<file path="src/rtl/core/apd_pkg.sv">
// ----------------------------------------------------------------------------
// apd_pkg: shared definitions for the ATA PIO disk device
// Sizes of the sector store, task file register offsets, command codes,
// status bits and the structures that pass between the device modules.
// ----------------------------------------------------------------------------
package apd_pkg;

   // Sector store geometry
   localparam int SECTOR_ADDR_BITS = 10;
   localparam int WORDS_PER_SECTOR = 256;
   localparam int WORD_IDX_W       = $clog2(WORDS_PER_SECTOR);
   localparam int STORE_ADDR_W     = SECTOR_ADDR_BITS + WORD_IDX_W;
   localparam int STORE_WORDS      = 1 << STORE_ADDR_W;
   localparam int DATA_W           = 16;

   // Task file widths
   localparam int LBA_W      = 28;
   localparam int SECT_CNT_W = 9;
   localparam int CAP_W      = 11;
   localparam int EFF_W      = (SECTOR_ADDR_BITS + 1 > CAP_W) ? SECTOR_ADDR_BITS + 1 : CAP_W;

   localparam logic [CAP_W-1:0]      CAP_RESET      = CAP_W'(1024);
   localparam logic [WORD_IDX_W-1:0] WORD_LAST      = WORD_IDX_W'(WORDS_PER_SECTOR - 1);
   localparam logic [WORD_IDX_W-1:0] IDENT_CAP_LO   = WORD_IDX_W'(60);
   localparam logic [WORD_IDX_W-1:0] IDENT_CAP_HI   = WORD_IDX_W'(61);

   // Access direction
   localparam logic REQ_READ  = 1'b0;
   localparam logic REQ_WRITE = 1'b1;

   // Task file register offsets
   localparam logic [2:0] REG_DATA     = 3'd0;
   localparam logic [2:0] REG_ERROR    = 3'd1;
   localparam logic [2:0] REG_COUNT    = 3'd2;
   localparam logic [2:0] REG_LBA_LOW  = 3'd3;
   localparam logic [2:0] REG_LBA_MID  = 3'd4;
   localparam logic [2:0] REG_LBA_HIGH = 3'd5;
   localparam logic [2:0] REG_DEVICE   = 3'd6;
   localparam logic [2:0] REG_COMMAND  = 3'd7;

   // Commands
   localparam logic [7:0] CMD_IDENTIFY = 8'hEC;
   localparam logic [7:0] CMD_READ     = 8'h20;
   localparam logic [7:0] CMD_WRITE    = 8'h30;

   // Register bits
   localparam logic [7:0] STATUS_DRDY   = 8'h40;
   localparam logic [7:0] STATUS_DRQ    = 8'h08;
   localparam logic [7:0] STATUS_ERR    = 8'h01;
   localparam logic [7:0] ERROR_ABRT    = 8'h04;
   localparam logic [7:0] DEVICE_SLAVE  = 8'h10;
   localparam logic [7:0] DEVICE_LBA_HI = 8'h0F;
   localparam logic [7:0] DEVICE_RESET  = 8'hA0;

   // Transfer phase, one-hot
   typedef enum logic [3:0] {
      MODE_IDLE  = 4'b0001,
      MODE_IDENT = 4'b0010,
      MODE_READ  = 4'b0100,
      MODE_WRITE = 4'b1000
   } mode_type;

   // One access to the sector store
   typedef struct packed {
      logic                    wr_en;
      logic [STORE_ADDR_W-1:0] addr;
      logic [DATA_W-1:0]       wr_data;
   } store_req_type;

   // Registered response of the task file controller
   typedef struct packed {
      logic              strobe;
      logic              from_store;
      logic [DATA_W-1:0] data;
      logic              drq;
   } rsp_type;

endpackage

</file>
<file path="src/rtl/core/apd_clear.sv">
// ----------------------------------------------------------------------------
// apd_clear: post-reset clearing sweep of the sector store
// Writes zero to one store word per cycle after reset and reports busy
// until every word has been written.
// ----------------------------------------------------------------------------
module apd_clear (
   input  logic                   clock,
   input  logic                   reset,
   output logic                   busy,
   output apd_pkg::store_req_type clear_req
);
   import apd_pkg::*;

   // The top bit sets once the sweep has passed the last word.
   logic [STORE_ADDR_W:0] sweep_ff;
   logic [STORE_ADDR_W:0] sweep_in;

   assign busy     = ~sweep_ff[STORE_ADDR_W];
   assign sweep_in = busy ? sweep_ff + 1'b1 : sweep_ff;

   always_ff @(posedge clock) begin
      if (reset) begin
         sweep_ff <= '0;
      end else begin
         sweep_ff <= sweep_in;
      end
   end

   always_comb begin
      clear_req.wr_en   = busy;
      clear_req.addr    = sweep_ff[STORE_ADDR_W-1:0];
      clear_req.wr_data = '0;
   end

endmodule

</file>
<file path="config.mk">
export PLATFORM = sky130hd
export DESIGN_NAME = apd_clear
export DESIGN_NICKNAME = d
export VERILOG_FILES = /design/src/rtl/core/apd_pkg.sv /design/src/rtl/core/apd_clear.sv
export SDC_FILE = /design/constraint.sdc
export NUM_CORES = 1
export LEC_CHECK = 0
export ABC_AREA = 1
export BUFFER_PORTS_ARGS = -buffer_cell sky130_fd_sc_hd__buf_2
export CAP_MARGIN = 20
export CORE_AREA = 8 8 75 77
export DETAILED_ROUTE_END_ITERATION = 8
export DIE_AREA = 0 0 83 85
export MAX_ROUTING_LAYER = met4
export PLACE_DENSITY = 0.52
export SYNTH_ARGS = -nofsm -noshare
export SYNTH_HDL_FRONTEND = slang
export SYNTH_SLANG_ARGS = --single-unit
</file>
<file path="constraint.sdc">
create_clock -name clock -period 1.6 [get_ports clock]
set_input_delay 0 -clock clock [delete_from_list [all_inputs] [get_ports clock]]
set_output_delay 0 -clock clock [all_outputs]
set_load 0.1 [all_outputs]
</file>
After elaboration in Yosys (flattened, before gate mapping)
Index checks and enable logic that the tools add are counted.
{ "word_totals": {"out_inout_bits": 36, "word_cells": 5, "in_bits": 2, "reg_bits": 19} }
{ "classes": {"mux": 1, "add_sub_neg": 1, "n_bitwise": 1} }
{ "ops": {"columns": ["cell", "n"], "rows": [
  ["$add 19x1->19 const B", 1],
  ["$mux 19", 1],
  ["$not 1->1", 1]
]} }

Depth between registers and ports, before layout
Gate-level depths: netlist of the first run.
{ "logic_depth": {"word_depth": 2, "depth_mapped": 8, "ltp_nobuf": 8} }

Least setup slack after synthesis of the first run
Ideal clock, no wire load.
{ "synth_path": {"path_kind": "reg-to-reg", "startpoint": "register sweep_ff[18]", "endpoint": "register sweep_ff[7]", "period_less_slack_ps": 1619, "arrival_time_ps": 1505, "required_time_ps": 1486, "setup_ps": 114, "stages_incl_launch_ff": 6, "path_slack_ps": -19, "n_path_buf": 1, "path_cell_list": "dfxtp_1 > buf_4 > inv_1 > nand3_1 > xor2_1 > nor2_1"} }
{ "synth_rtl": {"columns": ["element", "line", "rtl"], "rows": [
  ["start, declared", "apd_clear.sv:15", "logic [STORE_ADDR_W:0] sweep_ff;"],
  ["start signal, assigned", "apd_clear.sv:25", "sweep_ff <= sweep_in;"]
]} }

==> flow_summary.json, run 1 <==
{
  "synth_cells": 183,
  "min_path_type": "primary input to flip-flop",
  "status": "completed",
  "worstSetupEndpointType": "primary output",
  "ant_nets": 0,
  "antenna_found_initial": 0,
  "holdWs_ns": 0.484,
  "fin_worst_skew_ns": 0.00470,
  "grt_max_degree": 17,
  "hold_depth": 3,
  "drc": 0,
  "clkTransAtPathRegs_ns": 0.07,
  "synth_top_area_frac": 0.294,
  "finalSetupTns_ns": 0,
  "fin_util": 0.287,
  "power_density_mw_per_mm2": 828,
  "drtPass1Iterations": 4,
  "rr_endpoint": "sweep_ff[16]",
  "hold_violations": 0,
  "syn_area_mm2": 0.00129,
  "top_register": "sweep_ff",
  "crit_required_ns": 1.60,
  "criticalPathCategory": "flip-flop to primary output",
  "cts_buffers": 3,
  "yosysUniqueCellTypes": 23,
  "root_buffer": "clkbuf_8",
  "synthToLayoutAreaGrowth_pct": 0.484,
  "via_per_inst": 4.02,
  "grt.total_usage": 0.0759,
  "cts_resized": 0,
  "num_rows": 25,
  "port_buffers": 21,
  "num_vias": 970,
  "first_global_vias": 1001,
  "drt-total-wl_mm": 2.55,
  "grt_overflow": 0,
  "finalCritPeriodShare": 0.917,
  "cts_buffer_depth": 2,
  "post_drt_wl_per_cell_um": 10.6,
  "hpwlAfterDp_mm": 2.03,
  "rr_startpoint": "sweep_ff[1]",
  "diodes": 0,
  "ys_warn_count": 0,
  "initial_core_util": 0.285,
  "reg_top3": "sweep_ff (19)",
  "ir_worst_vdd_uv": 246,
  "setup.worst_path.start_class": "flip-flop",
  "die_w_um": 83,
  "min-delay-start": "reset",
  "finalNetCount": 191,
  "power.total_mw": 1.08,
  "cts_sinks": 19,
  "io_pins": 38,
  "drv_cap": 0,
  "slew_viol_final": 0,
  "max_freq_ghz": 0.682,
  "largest_reg_flops": 19,
  "final_layout_size_suffix_gt1_frac": 0.241,
  "rrSetupSlack_ns": 0.27,
  "cts_tree": "yes",
  "r2r_cells": 8,
  "hold_path_end": "sweep_ff[7]",
  "finalSetupViolCount": 0,
  "n_fill_cell": 511,
  "yosysTopAreaCell": "dfxtp_1",
  "hold_buffers": 1,
  "period_minus_slack_ns": 1.47,
  "post_cts_buffers": 0,
  "cts_max_level": 1,
  "crit_fanout": 9,
  "grt_pass1_wl_mm": 4.38,
  "arrival_ns": 1.47,
  "syn_area_per_cell_um2": 7.07,
  "rsz0062_at_grt": "no",
  "core-area_mm2": 0.00454,
  "ys_top_cells_by_area": "dfxtp_1 (29%), buf_4 (21%), nand2_1 (9.0%), nor2_1 (7.0%), nor2_4 (6.1%)",
  "gp_congestion": 0.768,
  "synth-seq-area-share": 0.294,
  "clk-insertion-delay-late_ns": 0.26,
  "die_h_um": 85,
  "synth_seq_cells": 19,
  "die-area_mm2": 0.00706,
  "initialDrtViolationCount": 25,
  "total_leakage_power_nw": 0.555
}
power breakdown:
part | internal (mW) | total (mW) | switching, mW
logic | 0.0160 | 0.251 | 0.235
registers | 0.479 | 0.488 | 0.00832
clock network | 0.177 | 0.338 | 0.161
total | 0.672 | 1.08 | 0.404
metrics by stage:
stage	instances	worst slack [ns]	instance area, um2
2_1_floorplan	198	0.102	1350
3_3_place_gp	236	0.287	1240
3_5_place_dp	236	0.270	1240
4_1_cts	241	0.0958	1300
5_1_grt	241	0.0204	1300
6_report	241	0.133	1300
worst max-delay path, cell delays in order, from the launching register on:
cell and delay [ns]:
dfxtp_1 0.59, clkinvlp_4 0.27, buf_2 0.35
placed cells by master, fill, tap and decap left out:
master	instances
nor2_4	7
nor2_1	24
and3_1	1
nand4_1	1
inv_1	16
a21oi_1	11
clkbuf_8	3
inv_2	2
nand2_1	31
ha_1	1
o21ai_0	7
nand3b_1	1
clkinvlp_4	1
nand3_1	9
nor3_1	2
nand2_2	2
xor2_1	1
conb_1	16
nand3_2	1
dlygate4sd3_1	1
clkbuf_1	1
nor2_2	5
nand2_4	2
buf_2	21
dfxtp_1	19
o21ai_2	1
synthesized netlist by cell type (all sizes together):
library cell	number
buf	37
nor2	36
nand2	35
dfxtp	19
inv	19
a21oi	11
nand3	10
o21ai	8
nor3	2
and3	1
conb	1
ha	1
nand3b	1
nand4	1
xor2	1
metal layers:
| layer | vias up | routed length [um] | GRT usage |
|---|---|---|---|
| met4 | 0 | 40 | 0.0479 |
| met5 | - | 0 | - |
| met1 | 421 | 1170 | 0.0766 |
| met2 | 19 | 1200 | 0.127 |
| met3 | 2 | 134 | 0.0220 |
| li1 | 528 | - | - |
kinds of logic after synthesis:
kind of cell	Yosys count	share of synthesized area
buffers and inverters	56	0.273
xor gates and xnor gates	1	0.00677
DFF	19	0.294
and+or+nand+nor	86	0.338
other	1	0.00290
AOI/OAI and AO/OA	19	0.0764
adders and majority gates	1	0.00967
area by class of cell:
cell class / instances / area [um2] / area share
multi-input combinational: 123 / 617 / 0.474
timing repair buffer: 22 / 115 / 0.0885
inverter: 19 / 75.1 / 0.0577
sequential: 19 / 380 / 0.293
tap: 54 / 67.6 / 0.0520
clock buffer: 4 / 45.0 / 0.0346
worst max path at each step:
stage | startpoint | to | slack (ns) | depth (start not counted)
after global placement | sweep_ff[1] | sweep_ff[16] | 0.29 | 8
after global routing | sweep_ff[18] | clear_req[34] | 0.02 | 2
after CTS | sweep_ff[18] | clear_req[34] | 0.1 | 2
after floorplan | sweep_ff[18] | sweep_ff[7] | 0.10 | 5
after detailed placement | sweep_ff[1] | sweep_ff[16] | 0.27 | 8
final | sweep_ff[18] | clear_req[34] | 0.13 | 2
Power figures use the tool's default switching activity.
==> run 2: changes to the inputs <==
--- a/config.mk
+++ b/config.mk
@@ -8,11 +8,11 @@
 export ABC_AREA = 1
 export BUFFER_PORTS_ARGS = -buffer_cell sky130_fd_sc_hd__buf_2
 export CAP_MARGIN = 20
-export CORE_AREA = 8 8 75 77
+export CORE_AREA = 8 8 60 62
 export DETAILED_ROUTE_END_ITERATION = 8
-export DIE_AREA = 0 0 83 85
+export DIE_AREA = 0 0 68 70
 export MAX_ROUTING_LAYER = met4
-export PLACE_DENSITY = 0.52
+export PLACE_DENSITY = 0.78
 export SYNTH_ARGS = -nofsm -noshare
 export SYNTH_HDL_FRONTEND = slang
 export SYNTH_SLANG_ARGS = --single-unit
==> flow_summary.json, run 2 (same netlist as run 1, synthesis figures left out) <==
{
  "port_buffers": 21,
  "min-delay-start": "reset",
  "final_layout_size_suffix_gt1_frac": 0.251,
  "cts_buffer_depth": 2,
  "cts_buffers": 3,
  "initial_core_util": 0.486,
  "cts_tree": "yes",
  "fin_area_mm2": 0.00125,
  "rrSetupSlack_ns": 0.28,
  "num_rows": 19,
  "rr_startpoint": "sweep_ff[1]",
  "drv_cap": 0,
  "num_vias": 1005,
  "finalNetCount": 191,
  "first_global_vias": 994,
  "grt_max_degree": 17,
  "clk-insertion-delay-late_ns": 0.31,
  "drt-total-wl_mm": 2.42,
  "slew_viol_final": 0,
  "hpwlAfterDp_mm": 1.91,
  "fin_worst_skew_ns": 0.00939,
  "worstSetupEndpointType": "primary output",
  "max_stage_delay_ns": 0.50,
  "gp_congestion": 0.844,
  "hold_path_end": "sweep_ff[18]",
  "drc": 0,
  "root_buffer": "clkbuf_4",
  "arrival_ns": 1.39,
  "placed_area_mm2": 0.00122,
  "synthToLayoutAreaGrowth_pct": -3.00,
  "cp_cell_sequence": "clkinvlp_4 -> buf_2",
  "busiest_layer": "met2",
  "grtUsageMet2": 0.163,
  "cp_slowest_cell": "dfxtp_2",
  "setup.worst_path.start_class": "flip-flop",
  "initialDrtViolationCount": 55,
  "period_minus_slack_ns": 1.39,
  "clkTransAtPathRegs_ns": 0.11,
  "grt_overflow": 0,
  "status": "completed",
  "core-area_mm2": 0.00266,
  "criticalPathCategory": "flip-flop to primary output",
  "drtPass1Iterations": 4,
  "finalSetupViolCount": 0,
  "crit_required_ns": 1.60,
  "max_freq_ghz": 0.721,
  "grt.total_usage": 0.117,
  "post_drt_wl_per_cell_um": 11.1,
  "power_density_mw_per_mm2": 786,
  "finalSetupTns_ns": 0,
  "largest_reg_flops": 19,
  "top_register": "sweep_ff",
  "antenna_found_initial": 0,
  "hold_violations": 0,
  "cts_max_level": 1,
  "grt_use_met3": 0.0159,
  "crit_fanout": 9,
  "via_per_inst": 4.61,
  "r2r_cells": 7,
  "rr_endpoint": "sweep_ff[10]",
  "cts_sinks": 19,
  "reg_top3": "sweep_ff (19)",
  "min_path_type": "primary input to flip-flop",
  "total_leakage_power_nw": 0.551,
  "io_pins": 38,
  "rsz0062_at_grt": "no",
  "final_cell_mix": "nand2_1 (31), nor2_1 (24), buf_2 (21)",
  "ir_worst_vdd_uv": 375,
  "die-area_mm2": 0.00476,
  "die_w_um": 68,
  "die_h_um": 70,
  "ant_nets": 0,
  "diodes": 0,
  "mostFrequentLayoutCell": "nand2_1",
  "finalCritPeriodShare": 0.867,
  "grt_pass1_wl_mm": 4.42,
  "hold_depth": 3,
  "use_met1": 0.159
}
run 2: cell count changes in the layout (fill, tap and decap cells not counted), sizes merged:
cell,change
clkbuf,-1
clkinv,+1
run 2: per-stage QoR:
stage	instances	total power, mW	hold WS (ns)	setup slack [ns]	util
finish	218	0.987	0.428	0.213	0.471
global route	218	1.03	0.440	0.0838	0.471
CTS	218	0.996	0.414	0.202	0.471
detailed placement	213	0.747	0.224	0.217	0.457
global placement	213	0.746	0.216	0.259	0.457
floorplan	198	0.774	0.0724	0.102	-
run 2: area by class of cell:
class	instances	area [um2]
fillers	277	1410
flip-flops and latches	19	382
well taps	31	38.8
repair buffers	22	115
clock inverters	1	5.00
multi-input cells	123	617
inverters	19	75.1
clock buffers	3	22.5
run 2: metal layers:
| layer | vias up | routed length, um | share of wire |
|---|---|---|---|
| met1 | 442 | 1190 | 0.49 |
| met5 | - | 0 | 0 |
| met3 | 5 | 110 | 0.045 |
| li1 | 529 | - | - |
| met4 | 0 | 55 | 0.023 |
| met2 | 29 | 1060 | 0.44 |
run 2: critical path, delay by kind of cell (launching register included):
family / cells / cell delay (ns)
buf+inv: 2 / 0.58
flops: 1 / 0.50
run 2: how the worst max path moves through the flow:
stage                             from            to  slack [ns]  cells after the start
final                     sweep_ff[18]          busy        0.21                      2
after global routing       sweep_ff[1]  sweep_ff[12]        0.08                      8
after CTS                 sweep_ff[18]          busy        0.20                      2
after detailed placement  sweep_ff[18]   sweep_ff[7]        0.22                      4
after global placement    sweep_ff[18]   sweep_ff[7]        0.26                      4
after floorplan           sweep_ff[18]   sweep_ff[7]        0.10                      5
run 2: what timing repair did:
action | in CTS | in global routing
hold buffers | 1 | 0
buffers inserted | 0 | 0
setup endpoints to repair | 2 | 0
resized for setup | 1 | 0
endpoints found under the hold margin | 3 | 0
run 2: report_power, final:
part / leakage [nW] / internal (mW) / switching [mW]
Clock: 0.0177 / 0.0934 / 0.155
Combinational: 0.379 / 0.0159 / 0.236
Sequential: 0.154 / 0.479 / 0.00733
