### src/rtl/core/apd_pkg.sv
// ----------------------------------------------------------------------------
// apd_pkg: shared definitions for the ATA PIO disk device
// Sizes of the sector store, task file register offsets, command codes,
// status bits and the structures that pass between the device modules.
// ----------------------------------------------------------------------------
package apd_pkg;

   // Sector store geometry
   localparam int SECTOR_ADDR_BITS = 10;
   localparam int WORDS_PER_SECTOR = 256;
   localparam int WORD_IDX_W       = $clog2(WORDS_PER_SECTOR);
   localparam int STORE_ADDR_W     = SECTOR_ADDR_BITS + WORD_IDX_W;
   localparam int STORE_WORDS      = 1 << STORE_ADDR_W;
   localparam int DATA_W           = 16;

   // Task file widths
   localparam int LBA_W      = 28;
   localparam int SECT_CNT_W = 9;
   localparam int CAP_W      = 11;
   localparam int EFF_W      = (SECTOR_ADDR_BITS + 1 > CAP_W) ? SECTOR_ADDR_BITS + 1 : CAP_W;

   localparam logic [CAP_W-1:0]      CAP_RESET      = CAP_W'(1024);
   localparam logic [WORD_IDX_W-1:0] WORD_LAST      = WORD_IDX_W'(WORDS_PER_SECTOR - 1);
   localparam logic [WORD_IDX_W-1:0] IDENT_CAP_LO   = WORD_IDX_W'(60);
   localparam logic [WORD_IDX_W-1:0] IDENT_CAP_HI   = WORD_IDX_W'(61);

   // Access direction
   localparam logic REQ_READ  = 1'b0;
   localparam logic REQ_WRITE = 1'b1;

   // Task file register offsets
   localparam logic [2:0] REG_DATA     = 3'd0;
   localparam logic [2:0] REG_ERROR    = 3'd1;
   localparam logic [2:0] REG_COUNT    = 3'd2;
   localparam logic [2:0] REG_LBA_LOW  = 3'd3;
   localparam logic [2:0] REG_LBA_MID  = 3'd4;
   localparam logic [2:0] REG_LBA_HIGH = 3'd5;
   localparam logic [2:0] REG_DEVICE   = 3'd6;
   localparam logic [2:0] REG_COMMAND  = 3'd7;

   // Commands
   localparam logic [7:0] CMD_IDENTIFY = 8'hEC;
   localparam logic [7:0] CMD_READ     = 8'h20;
   localparam logic [7:0] CMD_WRITE    = 8'h30;

   // Register bits
   localparam logic [7:0] STATUS_DRDY   = 8'h40;
   localparam logic [7:0] STATUS_DRQ    = 8'h08;
   localparam logic [7:0] STATUS_ERR    = 8'h01;
   localparam logic [7:0] ERROR_ABRT    = 8'h04;
   localparam logic [7:0] DEVICE_SLAVE  = 8'h10;
   localparam logic [7:0] DEVICE_LBA_HI = 8'h0F;
   localparam logic [7:0] DEVICE_RESET  = 8'hA0;

   // Transfer phase, one-hot
   typedef enum logic [3:0] {
      MODE_IDLE  = 4'b0001,
      MODE_IDENT = 4'b0010,
      MODE_READ  = 4'b0100,
      MODE_WRITE = 4'b1000
   } mode_type;

   // One access to the sector store
   typedef struct packed {
      logic                    wr_en;
      logic [STORE_ADDR_W-1:0] addr;
      logic [DATA_W-1:0]       wr_data;
   } store_req_type;

   // Registered response of the task file controller
   typedef struct packed {
      logic              strobe;
      logic              from_store;
      logic [DATA_W-1:0] data;
      logic              drq;
   } rsp_type;

endpackage

### src/rtl/core/apd_ctrl.sv
// ----------------------------------------------------------------------------
// apd_ctrl: task file registers and transfer sequencing
// Decodes one register access per accepted transfer, runs the command
// checks, steps the word index and addresses the sector store.
// ----------------------------------------------------------------------------
module apd_ctrl (
   input  logic                          clock,
   input  logic                          reset,
   input  logic                          accept,
   input  logic                          req_type,
   input  logic [2:0]                    req_reg_offset,
   input  logic [apd_pkg::DATA_W-1:0]    req_write_data,
   input  logic                          csr_write_enable,
   input  logic [apd_pkg::CAP_W-1:0]     csr_write_data,
   output apd_pkg::store_req_type        store_req,
   output apd_pkg::rsp_type              rsp
);
   import apd_pkg::*;

   logic [CAP_W-1:0]      cap_ff, cap_in;
   logic [7:0]            count_ff, count_in;
   logic [7:0]            lba_ff [3];
   logic [7:0]            lba_in [3];
   logic [7:0]            device_ff, device_in;
   logic                  err_ff, err_in;
   mode_type              mode_ff, mode_in;
   logic [WORD_IDX_W-1:0] word_idx_ff, word_idx_in;
   logic [SECT_CNT_W-1:0] sect_left_ff, sect_left_in;
   logic [LBA_W-1:0]      cur_lba_ff, cur_lba_in;
   rsp_type               rsp_ff, rsp_in;

   logic [EFF_W-1:0]      eff_cap;
   logic [31:0]           eff_cap_wide;
   logic [LBA_W-1:0]      cmd_lba;
   logic [SECT_CNT_W-1:0] cmd_count;
   logic                  out_of_range;
   logic                  drq;
   logic [7:0]            wr_byte;
   logic                  advance;
   logic [SECT_CNT_W-1:0] sect_dec;

   // Capacity is capped at the size of the store.
   always_comb begin
      if (EFF_W'(cap_ff) < (EFF_W'(1) << SECTOR_ADDR_BITS)) begin
         eff_cap = EFF_W'(cap_ff);
      end else begin
         eff_cap = EFF_W'(1) << SECTOR_ADDR_BITS;
      end
   end

   assign eff_cap_wide = 32'(eff_cap);
   assign cmd_lba      = {(device_ff[3:0] & DEVICE_LBA_HI[3:0]), lba_ff[2], lba_ff[1], lba_ff[0]};
   assign cmd_count    = (count_ff == 8'd0) ? SECT_CNT_W'(256) : SECT_CNT_W'(count_ff);
   assign out_of_range = ({1'b0, cmd_lba} + (LBA_W + 1)'(cmd_count)) > (LBA_W + 1)'(eff_cap);
   assign drq          = (mode_ff != MODE_IDLE);
   assign wr_byte      = req_write_data[7:0];
   assign sect_dec     = (sect_left_ff != '0) ? sect_left_ff - 1'b1 : sect_left_ff;

   always_comb begin
      cap_in       = csr_write_enable ? csr_write_data : cap_ff;
      count_in     = count_ff;
      lba_in       = lba_ff;
      device_in    = device_ff;
      err_in       = err_ff;
      mode_in      = mode_ff;
      word_idx_in  = word_idx_ff;
      sect_left_in = sect_left_ff;
      cur_lba_in   = cur_lba_ff;
      advance      = 1'b0;

      store_req.wr_en   = 1'b0;
      store_req.addr    = {cur_lba_ff[SECTOR_ADDR_BITS-1:0], word_idx_ff};
      store_req.wr_data = req_write_data;

      rsp_in.strobe     = accept;
      rsp_in.from_store = 1'b0;
      rsp_in.data       = '0;
      rsp_in.drq        = 1'b0;

      if (accept) begin
         if (req_type == REQ_WRITE) begin
            case (req_reg_offset)
               REG_DATA: begin
                  if (mode_ff == MODE_WRITE) begin
                     store_req.wr_en = 1'b1;
                     advance         = 1'b1;
                  end
               end
               REG_COUNT:    count_in  = wr_byte;
               REG_LBA_LOW:  lba_in[0] = wr_byte;
               REG_LBA_MID:  lba_in[1] = wr_byte;
               REG_LBA_HIGH: lba_in[2] = wr_byte;
               REG_DEVICE:   device_in = wr_byte;
               REG_COMMAND: begin
                  // A command always ends the running transfer first.
                  err_in       = 1'b0;
                  mode_in      = MODE_IDLE;
                  word_idx_in  = '0;
                  sect_left_in = '0;
                  if ((device_ff & DEVICE_SLAVE) != 8'h00) begin
                     err_in = 1'b1;
                  end else if (wr_byte == CMD_IDENTIFY) begin
                     mode_in      = MODE_IDENT;
                     sect_left_in = SECT_CNT_W'(1);
                  end else if (wr_byte != CMD_READ && wr_byte != CMD_WRITE) begin
                     err_in = 1'b1;
                  end else if (out_of_range) begin
                     err_in = 1'b1;
                  end else begin
                     cur_lba_in   = cmd_lba;
                     sect_left_in = cmd_count;
                     mode_in      = (wr_byte == CMD_READ) ? MODE_READ : MODE_WRITE;
                  end
               end
               default: ;
            endcase
         end else begin
            case (req_reg_offset)
               REG_DATA: begin
                  case (mode_ff)
                     MODE_IDENT: begin
                        if (word_idx_ff == IDENT_CAP_LO) begin
                           rsp_in.data = eff_cap_wide[15:0];
                        end else if (word_idx_ff == IDENT_CAP_HI) begin
                           rsp_in.data = eff_cap_wide[31:16];
                        end
                        advance = 1'b1;
                     end
                     MODE_READ: begin
                        rsp_in.from_store = 1'b1;
                        advance           = 1'b1;
                     end
                     default: ;
                  endcase
               end
               REG_ERROR:    rsp_in.data = err_ff ? DATA_W'(ERROR_ABRT) : '0;
               REG_COUNT:    rsp_in.data = DATA_W'(count_ff);
               REG_LBA_LOW:  rsp_in.data = DATA_W'(lba_ff[0]);
               REG_LBA_MID:  rsp_in.data = DATA_W'(lba_ff[1]);
               REG_LBA_HIGH: rsp_in.data = DATA_W'(lba_ff[2]);
               REG_DEVICE:   rsp_in.data = DATA_W'(device_ff);
               default: begin
                  rsp_in.data = DATA_W'(STATUS_DRDY | (drq ? STATUS_DRQ : 8'h00)
                                        | (err_ff ? STATUS_ERR : 8'h00));
               end
            endcase
         end
      end

      // Step to the next word; the sector boundary moves the LBA on.
      if (advance) begin
         if (word_idx_ff == WORD_LAST) begin
            word_idx_in  = '0;
            cur_lba_in   = cur_lba_ff + 1'b1;
            sect_left_in = sect_dec;
            if (sect_dec == '0) begin
               mode_in = MODE_IDLE;
            end
         end else begin
            word_idx_in = word_idx_ff + 1'b1;
         end
      end

      rsp_in.drq = (mode_in != MODE_IDLE);
   end

   always_ff @(posedge clock) begin
      if (reset) begin
         cap_ff        <= CAP_RESET;
         count_ff      <= '0;
         lba_ff        <= '{default: 8'h00};
         device_ff     <= DEVICE_RESET;
         err_ff        <= 1'b0;
         mode_ff       <= MODE_IDLE;
         word_idx_ff   <= '0;
         sect_left_ff  <= '0;
         cur_lba_ff    <= '0;
         rsp_ff.strobe <= 1'b0;
      end else begin
         cap_ff        <= cap_in;
         count_ff      <= count_in;
         lba_ff        <= lba_in;
         device_ff     <= device_in;
         err_ff        <= err_in;
         mode_ff       <= mode_in;
         word_idx_ff   <= word_idx_in;
         sect_left_ff  <= sect_left_in;
         cur_lba_ff    <= cur_lba_in;
         rsp_ff.strobe <= rsp_in.strobe;
      end
      rsp_ff.from_store <= rsp_in.from_store;
      rsp_ff.data       <= rsp_in.data;
      rsp_ff.drq        <= rsp_in.drq;
   end

   assign rsp = rsp_ff;

   a_rsp_follows_accept: assert property (@(posedge clock) disable iff (reset)
      rsp_ff.strobe |-> $past(accept))
      else $error("response without an accepted access");

   a_store_write_in_write_mode: assert property (@(posedge clock) disable iff (reset)
      store_req.wr_en |-> (mode_ff == MODE_WRITE))
      else $error("store written outside a write transfer");

   a_store_read_needs_read_mode: assert property (@(posedge clock) disable iff (reset)
      (accept && rsp_in.from_store) |-> (mode_ff == MODE_READ && drq))
      else $error("store read outside a read transfer");

   a_active_transfer_has_sectors: assert property (@(posedge clock) disable iff (reset)
      (mode_ff != MODE_IDLE) |-> (sect_left_ff != '0))
      else $error("transfer active with no sectors left");

endmodule

### config.mk
export PLATFORM = sky130hd
export DESIGN_NAME = apd_ctrl
export DESIGN_NICKNAME = d
export VERILOG_FILES = /design/src/rtl/core/apd_pkg.sv /design/src/rtl/core/apd_ctrl.sv
export SDC_FILE = /design/constraint.sdc
export NUM_CORES = 1
export LEC_CHECK = 0
export ABC_AREA = 1
export BUFFER_PORTS_ARGS = -buffer_cell sky130_fd_sc_hd__clkbuf_2
export CAP_MARGIN = 20
export CORE_ASPECT_RATIO = 1.2
export CORE_MARGIN = 2
export CORE_UTILIZATION = 50
export DETAILED_ROUTE_END_ITERATION = 10
export PLACE_DENSITY_LB_ADDON = 0.15
export SLEW_MARGIN = 30
export SYNTH_ARGS = -nofsm -noshare
export SYNTH_HDL_FRONTEND = slang
export SYNTH_SLANG_ARGS = --single-unit
export TNS_END_PERCENT = 50
### constraint.sdc
create_clock -name clock -period 3.72 [get_ports clock]
set_clock_uncertainty 0.15 [all_clocks]
set_input_delay 0.744 -clock clock [delete_from_list [all_inputs] [get_ports clock]]
set_output_delay 0.744 -clock clock [all_outputs]
set_load 0.02 [all_outputs]
Word-level counts from Yosys, hierarchy flattened
Index checks and enable logic that the tools add are counted.

word-level totals
  output and inout bits = 54
  bits in registers = 120
  input bits = 35
  logic and storage cells = 116

operators by class
  bitwise logic cells = 3
  mux-type cells = 56
  reductions and logical operators = 18
  $lt $le $gt $ge = 2
  add/subtract/negate cells = 4
  equality and inequality tests = 18

operators with widths
  kind                                                   count
  2-to-1 mux 28 bit                                      9
  case mux 16 bit (7 select lines)                       1
  2-to-1 mux 9 bit                                       11
  2-to-1 mux 4 bit                                       12
  2-to-1 mux 8 bit                                       5
  adder 28 x 9 -> 29 bit                                 1
  > comparator 29 x 11 -> 1 bit                          1
  adder 28 x 1 -> 28 bit, second input constant          1
  2-to-1 mux 11 bit                                      2
  AND reduction 3 bit                                    7
  equality test 8 x 6 -> 1 bit, second input constant    2
  equality test 8 bit, second input constant             2
  2-to-1 mux 16 bit                                      1
  inequality test 8 x 6 -> 1 bit, second input constant  2
  2-to-1 mux 1 bit                                       14
  equality test 3 bit, second input constant             4
  less-than comparator 11 bit, second input constant     1
  logical NOT 9 bit                                      1
  nonzero test 9 bit                                     1
  subtractor 9 x 1 -> 9 bit, second input constant       1
  adder 8 x 1 -> 8 bit, second input constant            1
  logical NOT 8 bit                                      1
  inequality test 4 x 1 -> 1 bit, second input constant  2
  OR 7 x 1 -> 7 bit                                      1
  other kinds (12)                                       17

Logic depth before layout (Yosys ltp)
Gate-level depths: netlist (run 1).

  word-level depth = 15
  gate-level depth with buffers = 28
  mapped depth without buffers = 27

Worst setup path after synthesis (run 1)
OpenSTA, ideal clock, no wires.

  path kind = register to register
  start = reg count_ff[4]
  end = reg cur_lba_ff[1]
  required time = 3456 ps
  clock period less this slack = 3578 ps
  library setup time = 114 ps
  setup slack = 142 ps
  cell stages (with the launch flop) = 25
  buffers on the path = 1
  arrival time = 3314 ps
  cells stage by stage = dfxtp_1 or4_1 nor2_1 ha_1 a21oi_1 o21ai_2 inv_1 nand2_2 xor2_1 ha_1 nand2_1 nor2_1 nand4_1 nor3_1 nand3_1 nor2_1 nand3_1 nand2_1 and2_2 nand3_2 buf_6 nand2_1 nand2_1 o21bai_1 inv_1

on the way
  longest elaborated chain between the ends = 13

RTL lines
  what                             RTL line         RTL
  start, declared                  apd_ctrl.sv:21   logic [7:0] count_ff, count_in;
  start signal, assigned           apd_ctrl.sv:181  count_ff <= count_in;
  logical NOT 8 bit                apd_ctrl.sv:53   assign cmd_count = (count_ff == 8'd0) ? SECT_CNT_W'(256) : SECT_CNT_W'(count_ff);
  2-to-1 mux 9 bit *               apd_ctrl.sv:53
  adder 28 x 9 -> 29 bit *         apd_ctrl.sv:54   assign out_of_range = ({1'b0, cmd_lba} + (LBA_W + 1)'(cmd_count)) > (LBA_W + 1)'(eff_cap);
  > comparator 29 x 11 -> 1 bit *  apd_ctrl.sv:54
  2-to-1 mux 28 bit *              apd_ctrl.sv:107  end else if (out_of_range) begin
  2-to-1 mux 28 bit *              apd_ctrl.sv:105  end else if (wr_byte != CMD_READ && wr_byte != CMD_WRITE) begin
  2-to-1 mux 28 bit *              apd_ctrl.sv:102  end else if (wr_byte == CMD_IDENTIFY) begin
  2-to-1 mux 28 bit *              apd_ctrl.sv:100  if ((device_ff & DEVICE_SLAVE) != 8'h00) begin
  2-to-1 mux 28 bit *              apd_ctrl.sv:82   case (req_reg_offset)
  2-to-1 mux 28 bit *              apd_ctrl.sv:81   if (req_type == REQ_WRITE) begin
  2-to-1 mux 28 bit *              apd_ctrl.sv:80   if (accept) begin
  2-to-1 mux 28 bit                apd_ctrl.sv:152  if (word_idx_ff == WORD_LAST) begin
  2-to-1 mux 28 bit *              apd_ctrl.sv:151  if (advance) begin
  end signal, assigned             apd_ctrl.sv:188  cur_lba_ff <= cur_lba_in;
  end, declared                    apd_ctrl.sv:29   logic [LBA_W-1:0] cur_lba_ff, cur_lba_in;

Every way passes the cells marked *; elsewhere a longest branch is shown, timed or not.
A chain may end at the register's enable or synchronous reset.

Worst setup path after layout (run 1)
  start = reg count_ff[6]
  end = reg mode_ff[3]

on the way
  longest elaborated chain between the ends = 14

RTL lines
  what                             RTL line         RTL
  logical NOT 8 bit                apd_ctrl.sv:53
  2-to-1 mux 9 bit *               apd_ctrl.sv:53
  adder 28 x 9 -> 29 bit *         apd_ctrl.sv:54
  > comparator 29 x 11 -> 1 bit *  apd_ctrl.sv:54
  2-to-1 mux 4 bit *               apd_ctrl.sv:107
  2-to-1 mux 4 bit *               apd_ctrl.sv:105
  2-to-1 mux 4 bit *               apd_ctrl.sv:102
  2-to-1 mux 4 bit *               apd_ctrl.sv:100
  2-to-1 mux 4 bit *               apd_ctrl.sv:82
  2-to-1 mux 4 bit *               apd_ctrl.sv:81
  2-to-1 mux 4 bit *               apd_ctrl.sv:80
  2-to-1 mux 4 bit                 apd_ctrl.sv:156  if (sect_dec == '0) begin
  2-to-1 mux 4 bit                 apd_ctrl.sv:152
  2-to-1 mux 4 bit *               apd_ctrl.sv:151
  end signal, assigned             apd_ctrl.sv:185  mode_ff <= mode_in;
  end, declared                    apd_ctrl.sv:26   mode_type mode_ff, mode_in;

Marked as above.

==> impl_metrics.toml, run 1 <==
[final_layout]
fill_cells = 1227
stdcell_count = 1221
nets = 1112
drive_above_1_share_pct = 18.6
fin_util_pct = 61.0
area_growth_pct = 18.5

[clock_network]
cts_tree = "built"
cts-hold-fix-buffers = 0
clock_latency_ns = 0.35
cts_buffers = 9
path_clk_slew_ns = 0.07
cts-root-buf = "clkbuf_16"
h-tree-depth = 3
cts_sinks = 97
cts_max_path_buffers = 2

[floorplanning]
fp.dieH_um = 127
rows = 44
core_um2 = 12200
die_w_um = 106
initial_utilization_pct = 51.5
floorplan.die_area_um2 = 13400
ios = 89

[global_routing]
grtUsageMet1_pct = 36.4
track_usage_pct = 29.7
grt_pass1_vias = 6143
use_met2_pct = 51.7
grt_pass1_wl_um = 31300
grt_start_max_net_pins = 64
grt_use_met3_pct = 3.19
gr-max-usage-layer = "met2"
antenna_found_initial = 1
gr-total-overflow = 0

[routing]
wl_per_cell_um = 16.3
drtIter0Drc = 476
drt_wl_total_um = 19900
via_count = 6802
ant_nets = 0
route.detailed.drc = 0
first_pass_iters = 6
vias_per_cell = 5.57

[timing]
tightest_slew_ns = 0.730
fin_crit_sh_pct = 103
rsz0062_at_grt = "true"
hold_viol_final = 0
slew_headroom_pct = 50.1
layout_setup_ws_ns = -0.0932
fmaxAchievable_mhz = 262
setup_violations = 19
drv_slew = 0
finalCriticalPeriod_ns = 3.81

[setup_path]
cp-end-kind = "register"
worstReg2RegEnd = "mode_ff[3]"
cp_data_required_time_ns = 3.85
arrival_ns = 3.94
reg2reg_slack_ns = -0.09
rr_worst_depth = 24
cp_max_fo = 4
r2r-start = "count_ff[6]"
critPathKind = "reg -> reg"
crit_path_start_kind = "register"

[yosys]
synth-seq-area-share_pct = 31.0
yosysWarnings = 0
syn_area_um2 = 6260
synthFlopType = "dfxtp_1"
synth_edf_count = 0
avgSynthCellArea_um2 = 6.48
syn_inst = 967
synthArstFlopShare_pct = 0
synth_seq_cells = 97
muxShareOfSynthArea_pct = 0
synth_top_family_by_area = "simple AND/OR/NAND/NOR gates"
synthSimpleGateAreaFrac_pct = 29.9
synth_fa_ha_area_share_pct = 4.71
synth_xor_area_share_pct = 3.64
ys_types = 45
synth_compound_area_share_pct = 17.9

[placement]
portBuffers = 67
routabilityCongestion = 0.984
dp_hpwl_um = 15200
place_inst = 1192

[run_status]
status = "complete, but fails checks"
violations = "negative setup slack"

[power_and_ir_drop]
power.total_uw = 2380
ir_drop_uv = 185
power_leakage_uw = 0.00336
power.density_nw_per_um2 = 320

[min_path]
min-delay-start = "cap_ff[0]"
hold_end = "cap_ff[0]"
min_path_type = "reg -> reg"
hold_depth = 2

[run]
cap_viol_max_count = 0
-- power by group --
group | internal, µW | leakage [µW] | switching (µW)
logic | 93.5 | 0.00241 | 176
registers | 1060 | 0.000788 | 18.3
clock network | 610 | 0.000159 | 420
-- synth_stat cells, types with 6 or more instances --
cell type / number / area, µm²
nand3_2: 6 / 60.1
dfxtp_1: 97 / 1940
o22ai_1: 10 / 62.6
buf_4: 22 / 165
inv_2: 9 / 33.8
ha_1: 22 / 275
nor3_1: 25 / 125
inv_1: 129 / 484
clkbuf_1: 17 / 63.8
nand2_1: 189 / 709
o21ai_0: 75 / 375
a21oi_1: 88 / 440
nand3_1: 67 / 335
xor2_1: 21 / 184
o21ai_1: 6 / 30.0
nor2_2: 6 / 37.5
nor2_1: 99 / 372
nand4_1: 19 / 119
-- layer usage --
| metal | wire (µm) | up-vias |
|---|---|---|
| li1 | - | 3336 |
| met1 | 8240 | 3136 |
| met2 | 9750 | 265 |
| met3 | 1060 | 65 |
| met4 | 885 | 0 |
| met5 | 0 | - |
-- worst max-delay path by stage --
stage / startpoint / endpoint / slack [ns]
global route: count_ff[6] / cur_lba_ff[0] / -0.29
CTS: count_ff[4] / cur_lba_ff[8] / -0.02
floorplan: count_ff[4] / cur_lba_ff[1] / 0.14
detailed placement: count_ff[4] / cur_lba_ff[2] / -0.31
global placement: count_ff[4] / cur_lba_ff[6] / -0.20
finish: count_ff[6] / mode_ff[3] / -0.09
-- through the flow --
stage	setup TNS [ns]	area [µm²]	hold WS, ns	setup WS, ns
final	-1.26	7420	0.318	-0.0932
after global routing	-5.50	7420	0.350	-0.292
after CTS	-0.0694	7330	0.318	-0.0166
after detailed placement	-4.77	6840	0.308	-0.306
after global placement	-2.52	6840	0.299	-0.205
after floorplan	0	6280	0.285	0.142
-- registers in the layout, indices dropped and copies added (netlist names) --
| name | cells |
|---|---|
| err_ff | 1 |
| cap_ff | 11 |
| sect_left_ff | 9 |
| word_idx_ff | 8 |
| count_ff | 8 |
| device_ff | 8 |
| cur_lba_ff | 10 |
| cmd_lba | 24 |
| rsp | 14 |
| mode_ff | 4 |
-- critical path, stage by stage (launching register included) --
cell and delay (ns):
dfxtp_2 0.32, or4_4 0.54, nor2_4 0.16, ha_4 0.24, a21oi_4 0.15, o21ai_2 0.07, inv_1 0.07, nand2_2 0.06
xor2_1 0.15, ha_1 0.31, nand2_2 0.06, nor2_1 0.10, nand4_1 0.11, nor3_2 0.11, nand3_1 0.08, nor2_1 0.12
nand3_1 0.10, nand2_2 0.16, nand3_4 0.12, nor2_4 0.15, buf_6 0.13, o21ai_1 0.06, o21ai_1 0.08, nand2_1 0.07
nor2_1 0.08
-- logic make-up after synthesis --
kind of cell	Yosys count
other cells	1
fa+ha+maj	23
xor+xnor	26
simple gates	427
compound gates	206
buf+inv	187
flops	97
-- repair_timing --
| item | in CTS | in global routing |
|---|---|---|
| gates resized for setup | 22 | 21 |
| cloned | 1 | 0 |
| pin swaps | 8 | 21 |
| setup buffers | 9 | 2 |
| hold endpoints to repair | 0 | 0 |
| endpoints found under the setup margin | 24 | 24 |
-- cells in the final DEF (no fill, tap or decap), drive strengths merged, types with 4 or more instances in the layout --
cell type	count
nand3	74
ha	22
o22ai	10
dfxtp	97
a21oi	89
o21ai	84
conb	5
nor3	26
nor2	107
inv	139
xor2	21
o21bai	5
nor4	4
nand2	194
nand4	19
a2111oi	4
clkinv	5
clkbuf	77
buf	50
xnor2	5
-- final cells by class --
type                            count  area, µm²  share of cell area (%)
Inverter                          141        529                    7.13
Timing Repair Buffer              117        722                    9.73
Antenna cell                        1       2.50                  0.0337
Clock inverter                      6       90.1                    1.21
Clock buffer                       10        239                    3.22
Tap cell                          161        201                    2.71
Multi-Input combinational cell    688       3690                    49.7
Sequential cell                    97       1950                    26.2
Power figures use the tool's default switching activity.
==> run 2, diff against run 1 <==
--- a/config.mk
+++ b/config.mk
@@ -8,9 +8,10 @@
 export ABC_AREA = 1
 export BUFFER_PORTS_ARGS = -buffer_cell sky130_fd_sc_hd__clkbuf_2
 export CAP_MARGIN = 20
-export CORE_ASPECT_RATIO = 1.2
+export CORE_ASPECT_RATIO = 0.7
 export CORE_MARGIN = 2
 export CORE_UTILIZATION = 50
+export CTS_CLUSTER_DIAMETER = 50
 export DETAILED_ROUTE_END_ITERATION = 10
 export PLACE_DENSITY_LB_ADDON = 0.15
 export SLEW_MARGIN = 30
==> run 2 against run 1 <==
Against the previous run:
- the flow still finishes with violations (negative setup slack)
- worst setup slack worse by 0.026 ns
- register-to-register slack got worse by 0.03 ns
- clock-buffer cell count is 1 lower
- routed wire length increased by 1.2%
- die area hardly changed
- final area is 1.2% higher
- power decreased by 0.20%
- critical path depth stayed put
- flip-flop and latch count unchanged
- via count down 1.5%
- clock power hardly changed
- fmax shrank 0.67%
- largest cell class unchanged
- largest power group unchanged
==> impl_metrics.toml, run 2 (same netlist as run 1, synthesis figures left out) <==
[global_routing]
use_met2_pct = 41.2
grt_use_met3_pct = 10.1
grt_pass1_wl_um = 31300
grtUsageMet1_pct = 46.0
gr-total-overflow = 0
antenna_found_initial = 0
track_usage_pct = 30.2
gr-max-usage-layer = "met1"
grt_start_max_net_pins = 43
grt_pass1_vias = 5908

[routing]
first_pass_iters = 6
drtIter0Drc = 851
ant_nets = 0
via_count = 6697
vias_per_cell = 5.41
wl_per_cell_um = 16.3
route.detailed.drc = 0
drt_wl_total_um = 20200

[clock_network]
cts_buffers = 9
h-tree-depth = 3
cts_tree = "built"
path_clk_slew_ns = 0.06
cts-root-buf = "clkbuf_16"
cts_max_path_buffers = 2
cts_sinks = 97
clock_latency_ns = 0.36

[power_and_ir_drop]
power_leakage_uw = 0.00341
ir_drop_uv = 312
power.clock.fraction_pct = 42.9
pwr-share-seq_pct = 45.4
swShare_pct = 26.3
internal_power_uw = 1750
power.density_nw_per_um2 = 316
p_sw_uw = 624
p_comb_share_pct = 11.7

[final_layout]
seqCellArea_um2 = 1950
drive_above_1_share_pct = 19.4
fin_area_um2 = 7510
fin_util_pct = 60.9
fill_cells = 1193
nets = 1129
multi_input_area_um2 = 3660
largest_reg_flops = 24
diodes = 0
area_growth_pct = 19.9
final_common_cell = "nand2_1"
final_cell_mix = "nand2_1, inv_1, nor2_1"

[setup_path]
rr_worst_depth = 24
critPathKind = "reg -> reg"
critPathLaunch = "count_ff[4]"
cp_max_fo = 4
r2r-start = "count_ff[4]"
crit_path_start_kind = "register"
cp-end-kind = "register"
crit_end = "sect_left_ff[7]"
worstReg2RegEnd = "sect_left_ff[7]"
reg2reg_slack_ns = -0.12
arrival_ns = 3.97
cp_data_required_time_ns = 3.85

[run_status]
violations = "negative setup slack"
status = "complete, but fails checks"

[floorplanning]
ios = 89
core_um2 = 12300
fp.dieH_um = 97.6
initial_utilization_pct = 50.8
rows = 34
floorplan.die_area_um2 = 13500
die_w_um = 138

[placement]
routabilityCongestion = 0.993
placed_area_um2 = 6980
dp_hpwl_um = 15500
place_ws_ns = -0.389
portBuffers = 67

[timing]
setup_violations = 14
slew_headroom_pct = 40.6
tightest_slew_ns = 0.869
finalCriticalPeriod_ns = 3.84
fin_crit_sh_pct = 103
worst_hold_slack_ns = 0.314
layout_setup_ws_ns = -0.119
hold_viol_final = 0
rsz0062_at_grt = "true"
fmaxAchievable_mhz = 260
drv_slew = 0

[min_path]
min_path_type = "reg -> reg"

[run]
cap_viol_max_count = 0
run 2: timing repair:
item,CTS,global route
pin swaps,10,13
cloned,0,0
gates resized for setup,16,19
setup endpoints to repair,24,24
hold buffers,0,0
setup buffers,9,2
run 2: power by group through the flow:
stage               combinational, µW  sequential, µW  clock (µW)
global placement                  244            1100           0
finish                            277            1080        1020
floorplan                         167            1100           0
detailed placement                244            1100           0
CTS                               265            1080        1030
global route                      301            1080        1060
run 2: worst min-delay path by stage:
stage,slack (ns),cells past startpoint,end,start
final,0.31,2,cap_ff[0],cap_ff[0]
after global routing,0.33,2,cap_ff[0],cap_ff[0]
after CTS,0.32,2,cap_ff[0],cap_ff[0]
after detailed placement,0.31,2,cap_ff[0],cap_ff[0]
after global placement,0.31,2,cap_ff[0],cap_ff[0]
after floorplan,0.28,2,cap_ff[0],cap_ff[0]
run 2: through the flow:
stage               TNS [ns]  cells  power (µW)
floorplan                  0    971        1260
global placement       -4.28   1211        1340
detailed placement     -6.67   1211        1340
CTS                   -0.998   1235        2370
global route           -6.44   1237        2450
finish                 -1.07   1237        2370
run 2: critical path, stage by stage (launching register included):
cell and delay [ns]:
dfxtp_2 0.32, or4_4 0.55, nor2_4 0.15, ha_4 0.24, a21oi_4 0.13, o21ai_2 0.08
inv_1 0.06, nand2_2 0.06, xor2_1 0.15, ha_1 0.30, nand2_2 0.08, nor2_2 0.08
nand4_1 0.09, nor3_2 0.18, nand3_1 0.10, nor2_1 0.09, nand3_1 0.09, nand2_2 0.13
nand3_4 0.09, buf_6 0.14, nor2_4 0.09, inv_2 0.07, nor2_4 0.14, nand3_1 0.09
a21oi_1 0.12
run 2: cell type report:
cell class | count | share of cell area [%]
sequential | 97 | 25.9
inverter | 141 | 7.05
multi-input combinational | 687 | 48.8
tap | 162 | 2.70
clock inverter | 6 | 1.20
clock buffer | 9 | 3.00
timing repair buffer | 135 | 11.4
run 2: layer usage:
metal | part of all wire, % | wire length (µm)
met5 | 0 | 0
met2 | 39 | 7920
met4 | 0.98 | 197
met3 | 11 | 2280
met1 | 48 | 9790
